==> config.mk <==
export PLATFORM = sky130hd
export DESIGN_NAME = led_color_point_sequencer_core
export DESIGN_NICKNAME = d
export VERILOG_FILES = /design/src/hw/rtl/led_cps_pkg.sv /design/src/hw/rtl/led_cps_table.sv /design/src/hw/rtl/led_cps_step.sv /design/src/hw/rtl/led_cps_skid.sv /design/src/hw/rtl/led_color_point_sequencer_core.sv
export SDC_FILE = /design/constraint.sdc
export NUM_CORES = 2
export LEC_CHECK = 0
export ABC_CLOCK_PERIOD_IN_PS = 7800
export BUFFER_PORTS_ARGS = -buffer_cell sky130_fd_sc_hd__buf_4
export CAP_MARGIN = 30
export CORE_UTILIZATION = 29
export DETAILED_ROUTE_END_ITERATION = 7
export PLACE_DENSITY_LB_ADDON = 0.2
export SLEW_MARGIN = 10
export SYNTH_ARGS = -nofsm -noshare
export SYNTH_HDL_FRONTEND = slang
export SYNTH_HIERARCHICAL = 1
export SYNTH_SLANG_ARGS = --single-unit
==> constraint.sdc <==
create_clock -name i_clk -period 7.8 [get_ports i_clk]
set_clock_uncertainty 0.15 [all_clocks]
set_input_delay 0.78 -clock i_clk [delete_from_list [all_inputs] [get_ports i_clk]]
set_output_delay 0.78 -clock i_clk [all_outputs]
set_load 0.05 [all_outputs]
==> src/hw/rtl/led_cps_pkg.sv <==
`timescale 1ns / 1ps
`default_nettype none

package led_cps_pkg;

    localparam int unsigned SLOT_W      = 6;
    localparam int unsigned COLOR_W     = 8;
    localparam int unsigned HOLD_IN_W   = 24;
    localparam int unsigned PASS_W      = 7;
    localparam int unsigned PHASE_W     = 3;
    localparam int unsigned CUR_W       = 6;
    localparam int unsigned OPCODE_W    = 2;
    localparam int unsigned S_TDATA_W   = 56;
    localparam int unsigned M_TDATA_W   = 40;
    localparam int unsigned CFG_INDEX_W = 1;
    localparam int unsigned CFG_DATA_W  = 7;

    typedef enum logic [OPCODE_W-1:0] {
        OP_TICK  = 2'd0,
        OP_LOAD  = 2'd1,
        OP_START = 2'd2,
        OP_STOP  = 2'd3
    } t_opcode;

    typedef enum logic [PHASE_W-1:0] {
        PH_START    = 3'd0,
        PH_WAIT     = 3'd1,
        PH_WRITE    = 3'd2,
        PH_STOPPING = 3'd3,
        PH_STOPPED  = 3'd4
    } t_phase;

    localparam logic [CFG_INDEX_W-1:0] CFG_PLAY_MODE  = 1'b0;
    localparam logic [CFG_INDEX_W-1:0] CFG_PASS_COUNT = 1'b1;

    localparam logic PLAY_LOOP = 1'b0;

    typedef struct packed {
        logic [COLOR_W-1:0] blue;
        logic [COLOR_W-1:0] green;
        logic [COLOR_W-1:0] red;
    } t_color;

    typedef struct packed {
        logic             strip_update;
        t_color           color;
        t_phase           phase;
        logic [CUR_W-1:0] current_point;
    } t_result;

endpackage

`default_nettype wire

==> src/hw/rtl/led_cps_table.sv <==
`timescale 1ns / 1ps
`default_nettype none

module led_cps_table #(
    parameter int unsigned MAX_POINTS = 64,
    parameter int unsigned HOLD_BITS  = 24
) (
    input  wire logic                           i_clk,
    input  wire logic                           i_wr_en,
    input  wire logic [$clog2(MAX_POINTS)-1:0]  i_wr_addr,
    input  wire led_cps_pkg::t_color            i_wr_color,
    input  wire logic [HOLD_BITS-1:0]           i_wr_hold,
    input  wire logic                           i_wr_end,
    input  wire logic [$clog2(MAX_POINTS)-1:0]  i_rd_addr,
    output led_cps_pkg::t_color                 o_rd_color,
    output logic [HOLD_BITS-1:0]                o_rd_hold,
    output logic                                o_rd_end
);

    localparam int unsigned ENTRY_W = $bits(led_cps_pkg::t_color) + HOLD_BITS + 1;

    logic [ENTRY_W-1:0] r_mem [MAX_POINTS];
    logic [ENTRY_W-1:0] r_rd_data;
    logic [ENTRY_W-1:0] w_wr_data;

    assign w_wr_data = {i_wr_end, i_wr_hold, i_wr_color};

    // The read port follows the point index; a write to the same slot is
    // forwarded so the registered word always matches the table contents.
    always_ff @(posedge i_clk) begin
        if (i_wr_en) begin
            r_mem[i_wr_addr] <= w_wr_data;
        end
        if (i_wr_en && (i_wr_addr == i_rd_addr)) begin
            r_rd_data <= w_wr_data;
        end else begin
            r_rd_data <= r_mem[i_rd_addr];
        end
    end

    assign o_rd_color = r_rd_data[$bits(led_cps_pkg::t_color)-1:0];
    assign o_rd_hold  = r_rd_data[ENTRY_W-2:$bits(led_cps_pkg::t_color)];
    assign o_rd_end   = r_rd_data[ENTRY_W-1];

endmodule

`default_nettype wire

==> src/hw/rtl/led_cps_step.sv <==
`timescale 1ns / 1ps
`default_nettype none

module led_cps_step #(
    parameter int unsigned MAX_POINTS = 64,
    parameter int unsigned HOLD_BITS  = 24
) (
    input  wire logic                                  i_clk,
    input  wire logic                                  i_rst_n,
    input  wire logic                                  i_accept,
    input  wire led_cps_pkg::t_opcode                  i_opcode,
    input  wire logic [led_cps_pkg::SLOT_W-1:0]        i_slot,
    input  wire led_cps_pkg::t_color                   i_color,
    input  wire logic [led_cps_pkg::HOLD_IN_W-1:0]     i_hold,
    input  wire logic                                  i_end,
    input  wire logic                                  i_play_mode,
    input  wire logic [led_cps_pkg::PASS_W-1:0]        i_pass_count,
    input  wire led_cps_pkg::t_color                   i_cur_color,
    input  wire logic [HOLD_BITS-1:0]                  i_cur_hold,
    input  wire logic                                  i_cur_end,
    output logic [$clog2(MAX_POINTS)-1:0]              o_rd_addr,
    output logic                                       o_wr_en,
    output logic [$clog2(MAX_POINTS)-1:0]              o_wr_addr,
    output led_cps_pkg::t_color                        o_wr_color,
    output logic [HOLD_BITS-1:0]                       o_wr_hold,
    output logic                                       o_wr_end,
    output led_cps_pkg::t_result                       o_result
);

    localparam int unsigned IDX_W    = $clog2(MAX_POINTS);
    localparam int unsigned SLOT_X_W = IDX_W + led_cps_pkg::SLOT_W;
    localparam int unsigned HOLD_X_W = HOLD_BITS + led_cps_pkg::HOLD_IN_W;
    localparam int unsigned CUR_X_W  = IDX_W + led_cps_pkg::CUR_W;

    led_cps_pkg::t_phase                 r_phase;
    led_cps_pkg::t_phase                 n_phase;
    logic [IDX_W-1:0]                    r_idx;
    logic [IDX_W-1:0]                    n_idx;
    logic [HOLD_BITS-1:0]                r_elapsed;
    logic [HOLD_BITS-1:0]                n_elapsed;
    logic [led_cps_pkg::PASS_W-1:0]      r_passes;
    logic [led_cps_pkg::PASS_W-1:0]      n_passes;
    led_cps_pkg::t_color                 r_row0;
    led_cps_pkg::t_color                 n_row0;

    logic [SLOT_X_W-1:0]                 w_slot_x;
    logic                                w_slot_ok;
    logic [HOLD_X_W-1:0]                 w_hold_x;
    logic [HOLD_BITS-1:0]                w_hold_sat;
    logic [HOLD_BITS-1:0]                w_elapsed_inc;
    logic [IDX_W-1:0]                    w_idx_next;
    logic [CUR_X_W-1:0]                  w_cur_x;
    logic                                w_update;
    led_cps_pkg::t_color                 w_out_color;

    assign w_slot_x   = {{IDX_W{1'b0}}, i_slot};
    assign w_slot_ok  = (w_slot_x < SLOT_X_W'(MAX_POINTS));
    assign w_hold_x   = {{HOLD_BITS{1'b0}}, i_hold};
    assign w_hold_sat = (|(w_hold_x >> HOLD_BITS)) ? {HOLD_BITS{1'b1}}
                                                   : w_hold_x[HOLD_BITS-1:0];
    assign w_elapsed_inc = (&r_elapsed) ? r_elapsed : r_elapsed + 1'b1;
    assign w_idx_next    = (r_idx == IDX_W'(MAX_POINTS - 1)) ? '0 : r_idx + 1'b1;

    assign o_wr_en    = i_accept && (i_opcode == led_cps_pkg::OP_LOAD) && w_slot_ok;
    assign o_wr_addr  = w_slot_x[IDX_W-1:0];
    assign o_wr_color = i_color;
    assign o_wr_hold  = w_hold_sat;
    assign o_wr_end   = i_end;

    always_comb begin
        n_phase     = r_phase;
        n_idx       = r_idx;
        n_elapsed   = r_elapsed;
        n_passes    = r_passes;
        n_row0      = r_row0;
        w_update    = 1'b0;
        w_out_color = '0;
        if (i_accept) begin
            unique case (i_opcode)
                led_cps_pkg::OP_LOAD: begin
                    if (o_wr_en && (o_wr_addr == '0)) begin
                        n_row0 = i_color;
                    end
                end
                led_cps_pkg::OP_START: begin
                    n_idx   = '0;
                    n_phase = led_cps_pkg::PH_START;
                end
                led_cps_pkg::OP_STOP: begin
                    n_phase = led_cps_pkg::PH_STOPPING;
                end
                led_cps_pkg::OP_TICK: begin
                    unique case (r_phase)
                        led_cps_pkg::PH_START: begin
                            w_update    = 1'b1;
                            w_out_color = i_cur_color;
                            n_passes    = i_pass_count;
                            n_elapsed   = '0;
                            n_phase     = led_cps_pkg::PH_WAIT;
                        end
                        led_cps_pkg::PH_WAIT: begin
                            n_elapsed = w_elapsed_inc;
                            if (!i_cur_end && (w_elapsed_inc >= i_cur_hold)) begin
                                n_elapsed = '0;
                                n_idx     = w_idx_next;
                                n_phase   = led_cps_pkg::PH_WRITE;
                            end
                        end
                        led_cps_pkg::PH_WRITE: begin
                            if (i_cur_end) begin
                                n_idx = '0;
                                if (i_play_mode == led_cps_pkg::PLAY_LOOP) begin
                                    w_update    = 1'b1;
                                    w_out_color = r_row0;
                                    n_phase     = led_cps_pkg::PH_WAIT;
                                end else if (r_passes > led_cps_pkg::PASS_W'(1)) begin
                                    n_passes    = r_passes - 1'b1;
                                    w_update    = 1'b1;
                                    w_out_color = r_row0;
                                    n_phase     = led_cps_pkg::PH_WAIT;
                                end else begin
                                    n_passes = '0;
                                    n_phase  = led_cps_pkg::PH_STOPPING;
                                end
                            end else begin
                                w_update    = 1'b1;
                                w_out_color = i_cur_color;
                                n_phase     = led_cps_pkg::PH_WAIT;
                            end
                        end
                        led_cps_pkg::PH_STOPPING: begin
                            w_update = 1'b1;
                            n_idx    = '0;
                            n_phase  = led_cps_pkg::PH_STOPPED;
                        end
                        default: begin
                            n_phase = led_cps_pkg::PH_STOPPED;
                        end
                    endcase
                end
                default: begin
                    n_phase = r_phase;
                end
            endcase
        end
    end

    assign w_cur_x   = {{led_cps_pkg::CUR_W{1'b0}}, n_idx};
    assign o_rd_addr = n_idx;

    always_comb begin
        o_result.strip_update  = w_update;
        o_result.color         = w_out_color;
        o_result.phase         = n_phase;
        o_result.current_point = w_cur_x[led_cps_pkg::CUR_W-1:0];
    end

    always_ff @(posedge i_clk) begin
        if (!i_rst_n) begin
            r_phase   <= led_cps_pkg::PH_STOPPED;
            r_idx     <= '0;
            r_elapsed <= '0;
            r_passes  <= '0;
        end else begin
            r_phase   <= n_phase;
            r_idx     <= n_idx;
            r_elapsed <= n_elapsed;
            r_passes  <= n_passes;
        end
    end

    always_ff @(posedge i_clk) begin
        r_row0 <= n_row0;
    end

endmodule

`default_nettype wire

==> src/hw/rtl/led_cps_skid.sv <==
`timescale 1ns / 1ps
`default_nettype none

module led_cps_skid (
    input  wire logic                  i_clk,
    input  wire logic                  i_rst_n,
    input  wire logic                  i_valid,
    input  wire led_cps_pkg::t_result  i_data,
    output logic                       o_ready,
    output logic                       o_valid,
    output led_cps_pkg::t_result       o_data,
    input  wire logic                  i_ready
);

    logic                  r_out_valid;
    led_cps_pkg::t_result  r_out_data;
    logic                  r_skid_valid;
    led_cps_pkg::t_result  r_skid_data;
    logic                  w_out_fire;

    assign w_out_fire = r_out_valid && i_ready;
    assign o_ready    = i_rst_n && !r_skid_valid;
    assign o_valid    = r_out_valid;
    assign o_data     = r_out_data;

    always_ff @(posedge i_clk) begin
        if (!i_rst_n) begin
            r_out_valid  <= 1'b0;
            r_skid_valid <= 1'b0;
        end else begin
            if (r_skid_valid) begin
                if (w_out_fire) begin
                    r_skid_valid <= 1'b0;
                end
            end else if (i_valid) begin
                if (!r_out_valid || w_out_fire) begin
                    r_out_valid <= 1'b1;
                end else begin
                    r_skid_valid <= 1'b1;
                end
            end else if (w_out_fire) begin
                r_out_valid <= 1'b0;
            end
        end
    end

    always_ff @(posedge i_clk) begin
        if (r_skid_valid) begin
            if (w_out_fire) begin
                r_out_data <= r_skid_data;
            end
        end else if (i_valid) begin
            if (!r_out_valid || w_out_fire) begin
                r_out_data <= i_data;
            end else begin
                r_skid_data <= i_data;
            end
        end
    end

endmodule

`default_nettype wire

==> src/hw/rtl/led_color_point_sequencer_core.sv <==
`timescale 1ns / 1ps
`default_nettype none

// Channel   Direction  Handshake                 Payload
// s         in         i_s_tvalid / o_s_tready    i_s_tdata, i_s_tuser (one command word)
// m         out        o_m_tvalid / i_m_tready    o_m_tdata, o_m_tuser (one result word)
// cfg       in         i_cfg_valid / o_cfg_ready  i_cfg_index, i_cfg_data
//
// Every accepted word produces exactly one result word; one word per cycle is sustained
// while i_m_tready is high; the phase, index and hold counter registers update per word.
// The point table is a one-write, one-read memory whose read port tracks the point index.
// Reset sets the phase to stopped and clears the index and counters; the table is not cleared.
// Both ready outputs are low during reset.
// Outside reset, o_s_tready is low only while the output and skid registers both hold words.

module led_color_point_sequencer_core #(
    parameter int unsigned MAX_POINTS = 64,
    parameter int unsigned HOLD_BITS  = 24
) (
    input  wire logic                                    i_clk,
    input  wire logic                                    i_rst_n,
    input  wire logic                                    i_s_tvalid,
    output logic                                         o_s_tready,
    // point_slot[5:0], load_red[13:6], load_green[21:14], load_blue[29:22],
    // hold_ms[53:30], end_marker[54], zero[55]
    input  wire logic [led_cps_pkg::S_TDATA_W-1:0]       i_s_tdata,
    // opcode[1:0]
    input  wire logic [led_cps_pkg::OPCODE_W-1:0]        i_s_tuser,
    output logic                                         o_m_tvalid,
    input  wire logic                                    i_m_tready,
    // out_red[7:0], out_green[15:8], out_blue[23:16], play_phase[26:24],
    // current_point[32:27], zero[39:33]
    output logic [led_cps_pkg::M_TDATA_W-1:0]            o_m_tdata,
    // strip_update[0]
    output logic                                         o_m_tuser,
    input  wire logic                                    i_cfg_valid,
    output logic                                         o_cfg_ready,
    input  wire logic [led_cps_pkg::CFG_INDEX_W-1:0]     i_cfg_index,
    input  wire logic [led_cps_pkg::CFG_DATA_W-1:0]      i_cfg_data
);

    localparam int unsigned IDX_W = $clog2(MAX_POINTS);

    logic                                r_play_mode;
    logic [led_cps_pkg::PASS_W-1:0]      r_pass_count;

    logic                                w_accept;
    led_cps_pkg::t_opcode                w_opcode;
    led_cps_pkg::t_color                 w_in_color;
    logic [IDX_W-1:0]                    w_rd_addr;
    logic                                w_wr_en;
    logic [IDX_W-1:0]                    w_wr_addr;
    led_cps_pkg::t_color                 w_wr_color;
    logic [HOLD_BITS-1:0]                w_wr_hold;
    logic                                w_wr_end;
    led_cps_pkg::t_color                 w_cur_color;
    logic [HOLD_BITS-1:0]                w_cur_hold;
    logic                                w_cur_end;
    led_cps_pkg::t_result                w_result;
    led_cps_pkg::t_result                w_out;

    assign o_cfg_ready = i_rst_n;

    always_ff @(posedge i_clk) begin
        if (!i_rst_n) begin
            r_play_mode  <= 1'b0;
            r_pass_count <= led_cps_pkg::PASS_W'(1);
        end else if (i_cfg_valid && o_cfg_ready) begin
            unique case (i_cfg_index)
                led_cps_pkg::CFG_PLAY_MODE:  r_play_mode  <= i_cfg_data[0];
                led_cps_pkg::CFG_PASS_COUNT: r_pass_count <= i_cfg_data;
                default: begin
                    r_play_mode <= r_play_mode;
                end
            endcase
        end
    end

    assign w_accept         = i_s_tvalid && o_s_tready;
    assign w_opcode         = led_cps_pkg::t_opcode'(i_s_tuser);
    assign w_in_color.red   = i_s_tdata[13:6];
    assign w_in_color.green = i_s_tdata[21:14];
    assign w_in_color.blue  = i_s_tdata[29:22];

    led_cps_table #(
        .MAX_POINTS (MAX_POINTS),
        .HOLD_BITS  (HOLD_BITS)
    ) u_table (
        .i_clk      (i_clk),
        .i_wr_en    (w_wr_en),
        .i_wr_addr  (w_wr_addr),
        .i_wr_color (w_wr_color),
        .i_wr_hold  (w_wr_hold),
        .i_wr_end   (w_wr_end),
        .i_rd_addr  (w_rd_addr),
        .o_rd_color (w_cur_color),
        .o_rd_hold  (w_cur_hold),
        .o_rd_end   (w_cur_end)
    );

    led_cps_step #(
        .MAX_POINTS (MAX_POINTS),
        .HOLD_BITS  (HOLD_BITS)
    ) u_step (
        .i_clk        (i_clk),
        .i_rst_n      (i_rst_n),
        .i_accept     (w_accept),
        .i_opcode     (w_opcode),
        .i_slot       (i_s_tdata[5:0]),
        .i_color      (w_in_color),
        .i_hold       (i_s_tdata[53:30]),
        .i_end        (i_s_tdata[54]),
        .i_play_mode  (r_play_mode),
        .i_pass_count (r_pass_count),
        .i_cur_color  (w_cur_color),
        .i_cur_hold   (w_cur_hold),
        .i_cur_end    (w_cur_end),
        .o_rd_addr    (w_rd_addr),
        .o_wr_en      (w_wr_en),
        .o_wr_addr    (w_wr_addr),
        .o_wr_color   (w_wr_color),
        .o_wr_hold    (w_wr_hold),
        .o_wr_end     (w_wr_end),
        .o_result     (w_result)
    );

    led_cps_skid u_skid (
        .i_clk   (i_clk),
        .i_rst_n (i_rst_n),
        .i_valid (w_accept),
        .i_data  (w_result),
        .o_ready (o_s_tready),
        .o_valid (o_m_tvalid),
        .o_data  (w_out),
        .i_ready (i_m_tready)
    );

    assign o_m_tuser = w_out.strip_update;
    assign o_m_tdata = {7'd0, w_out.current_point, w_out.phase,
                        w_out.color.blue, w_out.color.green, w_out.color.red};

    assert property (@(posedge i_clk) disable iff (!i_rst_n)
        !o_s_tready |-> o_m_tvalid)
        else $error("skid register full while output register empty");

    assert property (@(posedge i_clk) disable iff (!i_rst_n)
        !w_result.strip_update |-> (w_result.color == '0))
        else $error("color driven without a strip update");

    assert property (@(posedge i_clk) disable iff (!i_rst_n)
        (w_accept && (w_opcode == led_cps_pkg::OP_STOP))
            |-> (w_result.phase == led_cps_pkg::PH_STOPPING) && !w_result.strip_update)
        else $error("stop word did not enter the stopping phase");

    assert property (@(posedge i_clk) disable iff (!i_rst_n)
        (w_accept && (w_opcode == led_cps_pkg::OP_START))
            |-> (w_result.phase == led_cps_pkg::PH_START)
                && (w_result.current_point == '0) && !w_result.strip_update)
        else $error("start word did not enter the start phase");

endmodule

`default_nettype wire

==> metrics <==
status=completed; Vias/cell=5.30; Layout Cells excl Fill=12400; layout cell share with drive strength beyond 1=0.266; CP max FO=35; area post-placement=136000 sq um; final hold vios=0; Worst Path Required=8480 ps; via count=65500; CP endpoint kind=register; critical path arrival=7320 ps; clock sinks=3284; PD cells=245 nW/um^2; LEAKAGE=43.9 nW; slowest stage cell, crit path=dfxtp_4; ys flop type=edfxtp_1; Synth area leaders=edfxtp_1, mux4_2, dfxtp_1, a22oi_1, nand2_1; DRC viols=0; IO Count=115; Initial Utilization=0.292; total CTS buffers=356; setup violators final=0; GRT Overall Usage=0.188; CP most frequent cell=buf_4; sequential share of power=0.538; Area growth, synth to finish=16.3%; Clk pwr share=0.450; placed cell count=11700; Mapped Area=127000 sq um; Row Count=242; Syn Inst Count=5993; clk_lat worst skew=920 ps; unique cell type count in the Yosys netlist=78; Antenna Violating Nets Remaining=0; Setup CP Type=register to register; CP peak stage delay=910 ps; met1 usage=0.260; Synth area leader=edfxtp_1; fin. max-slew vios=0; post-route cell area=148000 sq um; GR peak layer=met2; Die Ht=664 um; Synth async-reset ratio=0; YS warnings=6; met2 usage=0.312; HP Class=input pin to register; worst path bufs/invs=4; vias in the first global route=65900; # fillers=40600; met3 Resource Use GR=0.0260; nets=6449; TNS Setup=0 ps; area of the multi-input gates=27100 sq um; port bufs=106; Startpoint Class=register; Root Driver=clkbuf_16; worst vdd ir=0.181 mV; Worst Max-Slew Pin Slew=1070 ps; Avg WL per Cell=34.2 um; maximum clock frequency=151 MHz; sw frac=0.204; gr ovfl total=0; RSZ-0062 raised after global routing=false; first-pass GRT wire length=574 mm; Setup Fix Bufs, Post-CTS=0; fin util=0.339; post-DP HPWL=236 mm; area of the die=440000 sq um; core area=435000 sq um; DRT Wirelength=423 mm; count leader, synth=edfxtp_1; fin crit period=6640 ps; Syn Area/Cell=21.2 sq um; share of the synthesized area in the top cell type=0.764; sw power=7.38 mW; total of max-cap violations=0; clock-pin slew on the worst setup and hold paths=60 ps; sequential share of the synthesized area=0.772; Iteration-0 DRC Markers=6927; initial antenna violation count=30; worst relative slew slack=0.287; chip width=664 um; register area=98100 sq um; largest net degree at the start of global routing=98; largest delay contributor family on the critical path=compound AO/OA/AOI/OAI gates; top post-synthesis cells by count=edfxtp_1, mux4_2, nand2_1; fin crit share=0.852; Initial DRT Pass Iterations=5; H-Tree Depth=5; #FFs+latches synth=3284; Logic pwr share=0.012; Int Pwr=28.7 mW; Bufs on Longest Clock Path=4; crit-path cells=buf_4 > nor2b_2 > buf_4 > a22oi_1 > a311oi_1 > nor4_2 > inv_1 > ha_1 > nand2_1 > nor3_2 > a2111o_1 > o21bai_4 > buf_4 > nand4_1 > o41ai_1; CTS tree=done; Post-synth EDFFs=3228; GPL Wtd Cong=0.792
-- final timing paths --
kind,startpoint,cells after the start,endpoint,slack (ps)
worst max-delay path,register,15,u_step/r_elapsed[13],1160
worst min-delay path,i_s_tuser[1],2,u_skid/r_skid_data[8],110
worst max register to register,register,15,u_step/r_elapsed[13],1160
worst min register to register,r_pass_count[6],2,r_pass_count[6],310
-- registers in the layout, indices dropped and copies added, names as in the netlist, named ones only --
| name | cells |
|---|---|
| u_step/r_row0 | 24 |
| u_skid/r_skid_valid | 1 |
| u_step/r_passes | 7 |
| r_pass_count | 7 |
| u_step/r_elapsed | 24 |
| u_step/r_phase | 3 |
| u_skid/o_data | 34 |
| r_play_mode | 1 |
| u_skid/r_skid_data | 34 |
| u_skid/o_valid | 1 |
| u_table/r_mem | 3136 |
| u_step/r_idx | 6 |
-- layout make-up --
cell class,count,share of cell area
Inverter,42,0.00109
Tap cell,5734,0.0486
Multi-Input combinational cell,2264,0.183
Antenna cell,5,0.0000848
Clock inverter,200,0.0107
Clock buffer,441,0.0641
Sequential cell,3284,0.665
Timing Repair Buffer,402,0.0273
-- cells in the final DEF, fill, tap and decap left out, types with 30 or more instances in the layout --
cell	count
nand4_1	99
clkbuf_1	74
a21oi_1	74
mux2_2	35
dfxtp_1	50
buf_12	74
nor2b_1	30
clkinv_2	67
buf_4	308
nand2_1	237
nand3_1	115
and3_1	49
clkbuf_16	367
nor2_4	64
mux4_2	743
a22oi_1	121
nor2_1	85
a211oi_1	51
o22ai_1	92
o221ai_1	78
mux2i_1	88
inv_1	41
edfxtp_1	3228
clkinv_1	85
-- worst register-to-register path, cell delays in order, from the launching register on --
cell      delay [ps]
dfxtp_4          910
buf_4            550
nor2b_2          620
buf_4            420
a22oi_1          150
a311oi_1         440
nor4_2            70
inv_1            280
ha_1             300
nand2_1          140
nor3_2           100
a2111o_1         730
o21bai_4         330
buf_4            330
nand4_1          600
o41ai_1          440
-- metal layers --
metal / wire length [um] / vias up
li1: - / 26000
met1: 181000 / 36700
met2: 205000 / 2354
met3: 24800 / 518
met4: 11300 / 6
met5: 41 / -
-- cells by family (layout without fill, tap and decap cells) --
group / Yosys count / in the layout / share of synthesized area
buf+inv: 451 / 1085 / 0.0193
xor+xnor: 14 / 14 / 0.000966
flops: 3284 / 3284 / 0.772
fa+ha+maj: 28 / 28 / 0.00276
simple gates: 801 / 801 / 0.0312
mux: 866 / 866 / 0.142
compound gates: 548 / 548 / 0.0314
other cells: 1 / 12 / 0.0000295
-- stage by stage --
step	power, mW	setup WS (ps)	hold slack, ps
after detailed placement	20.2	1160	302
after global routing	37.1	1000	96.0
after CTS	36.4	1140	46.3
after global placement	20.2	1050	298
final	36.1	1160	108
after floorplan	20.0	1220	279
-- power by group through the flow --
stage | Combinational (mW) | Clock, mW | Sequential [mW]
after floorplan | 0.215 | 0 | 19.8
after global placement | 0.414 | 0 | 19.8
after detailed placement | 0.440 | 0 | 19.8
after CTS | 0.445 | 16.6 | 19.4
after global routing | 0.474 | 17.2 | 19.4
final | 0.434 | 16.3 | 19.4
-- timing repair --
action                    in CTS  in global routing
resized for setup              0                  0
hold endpoints to repair       9                  0
hold buffers                  16                  0
(Power assumes the default switching activity.)
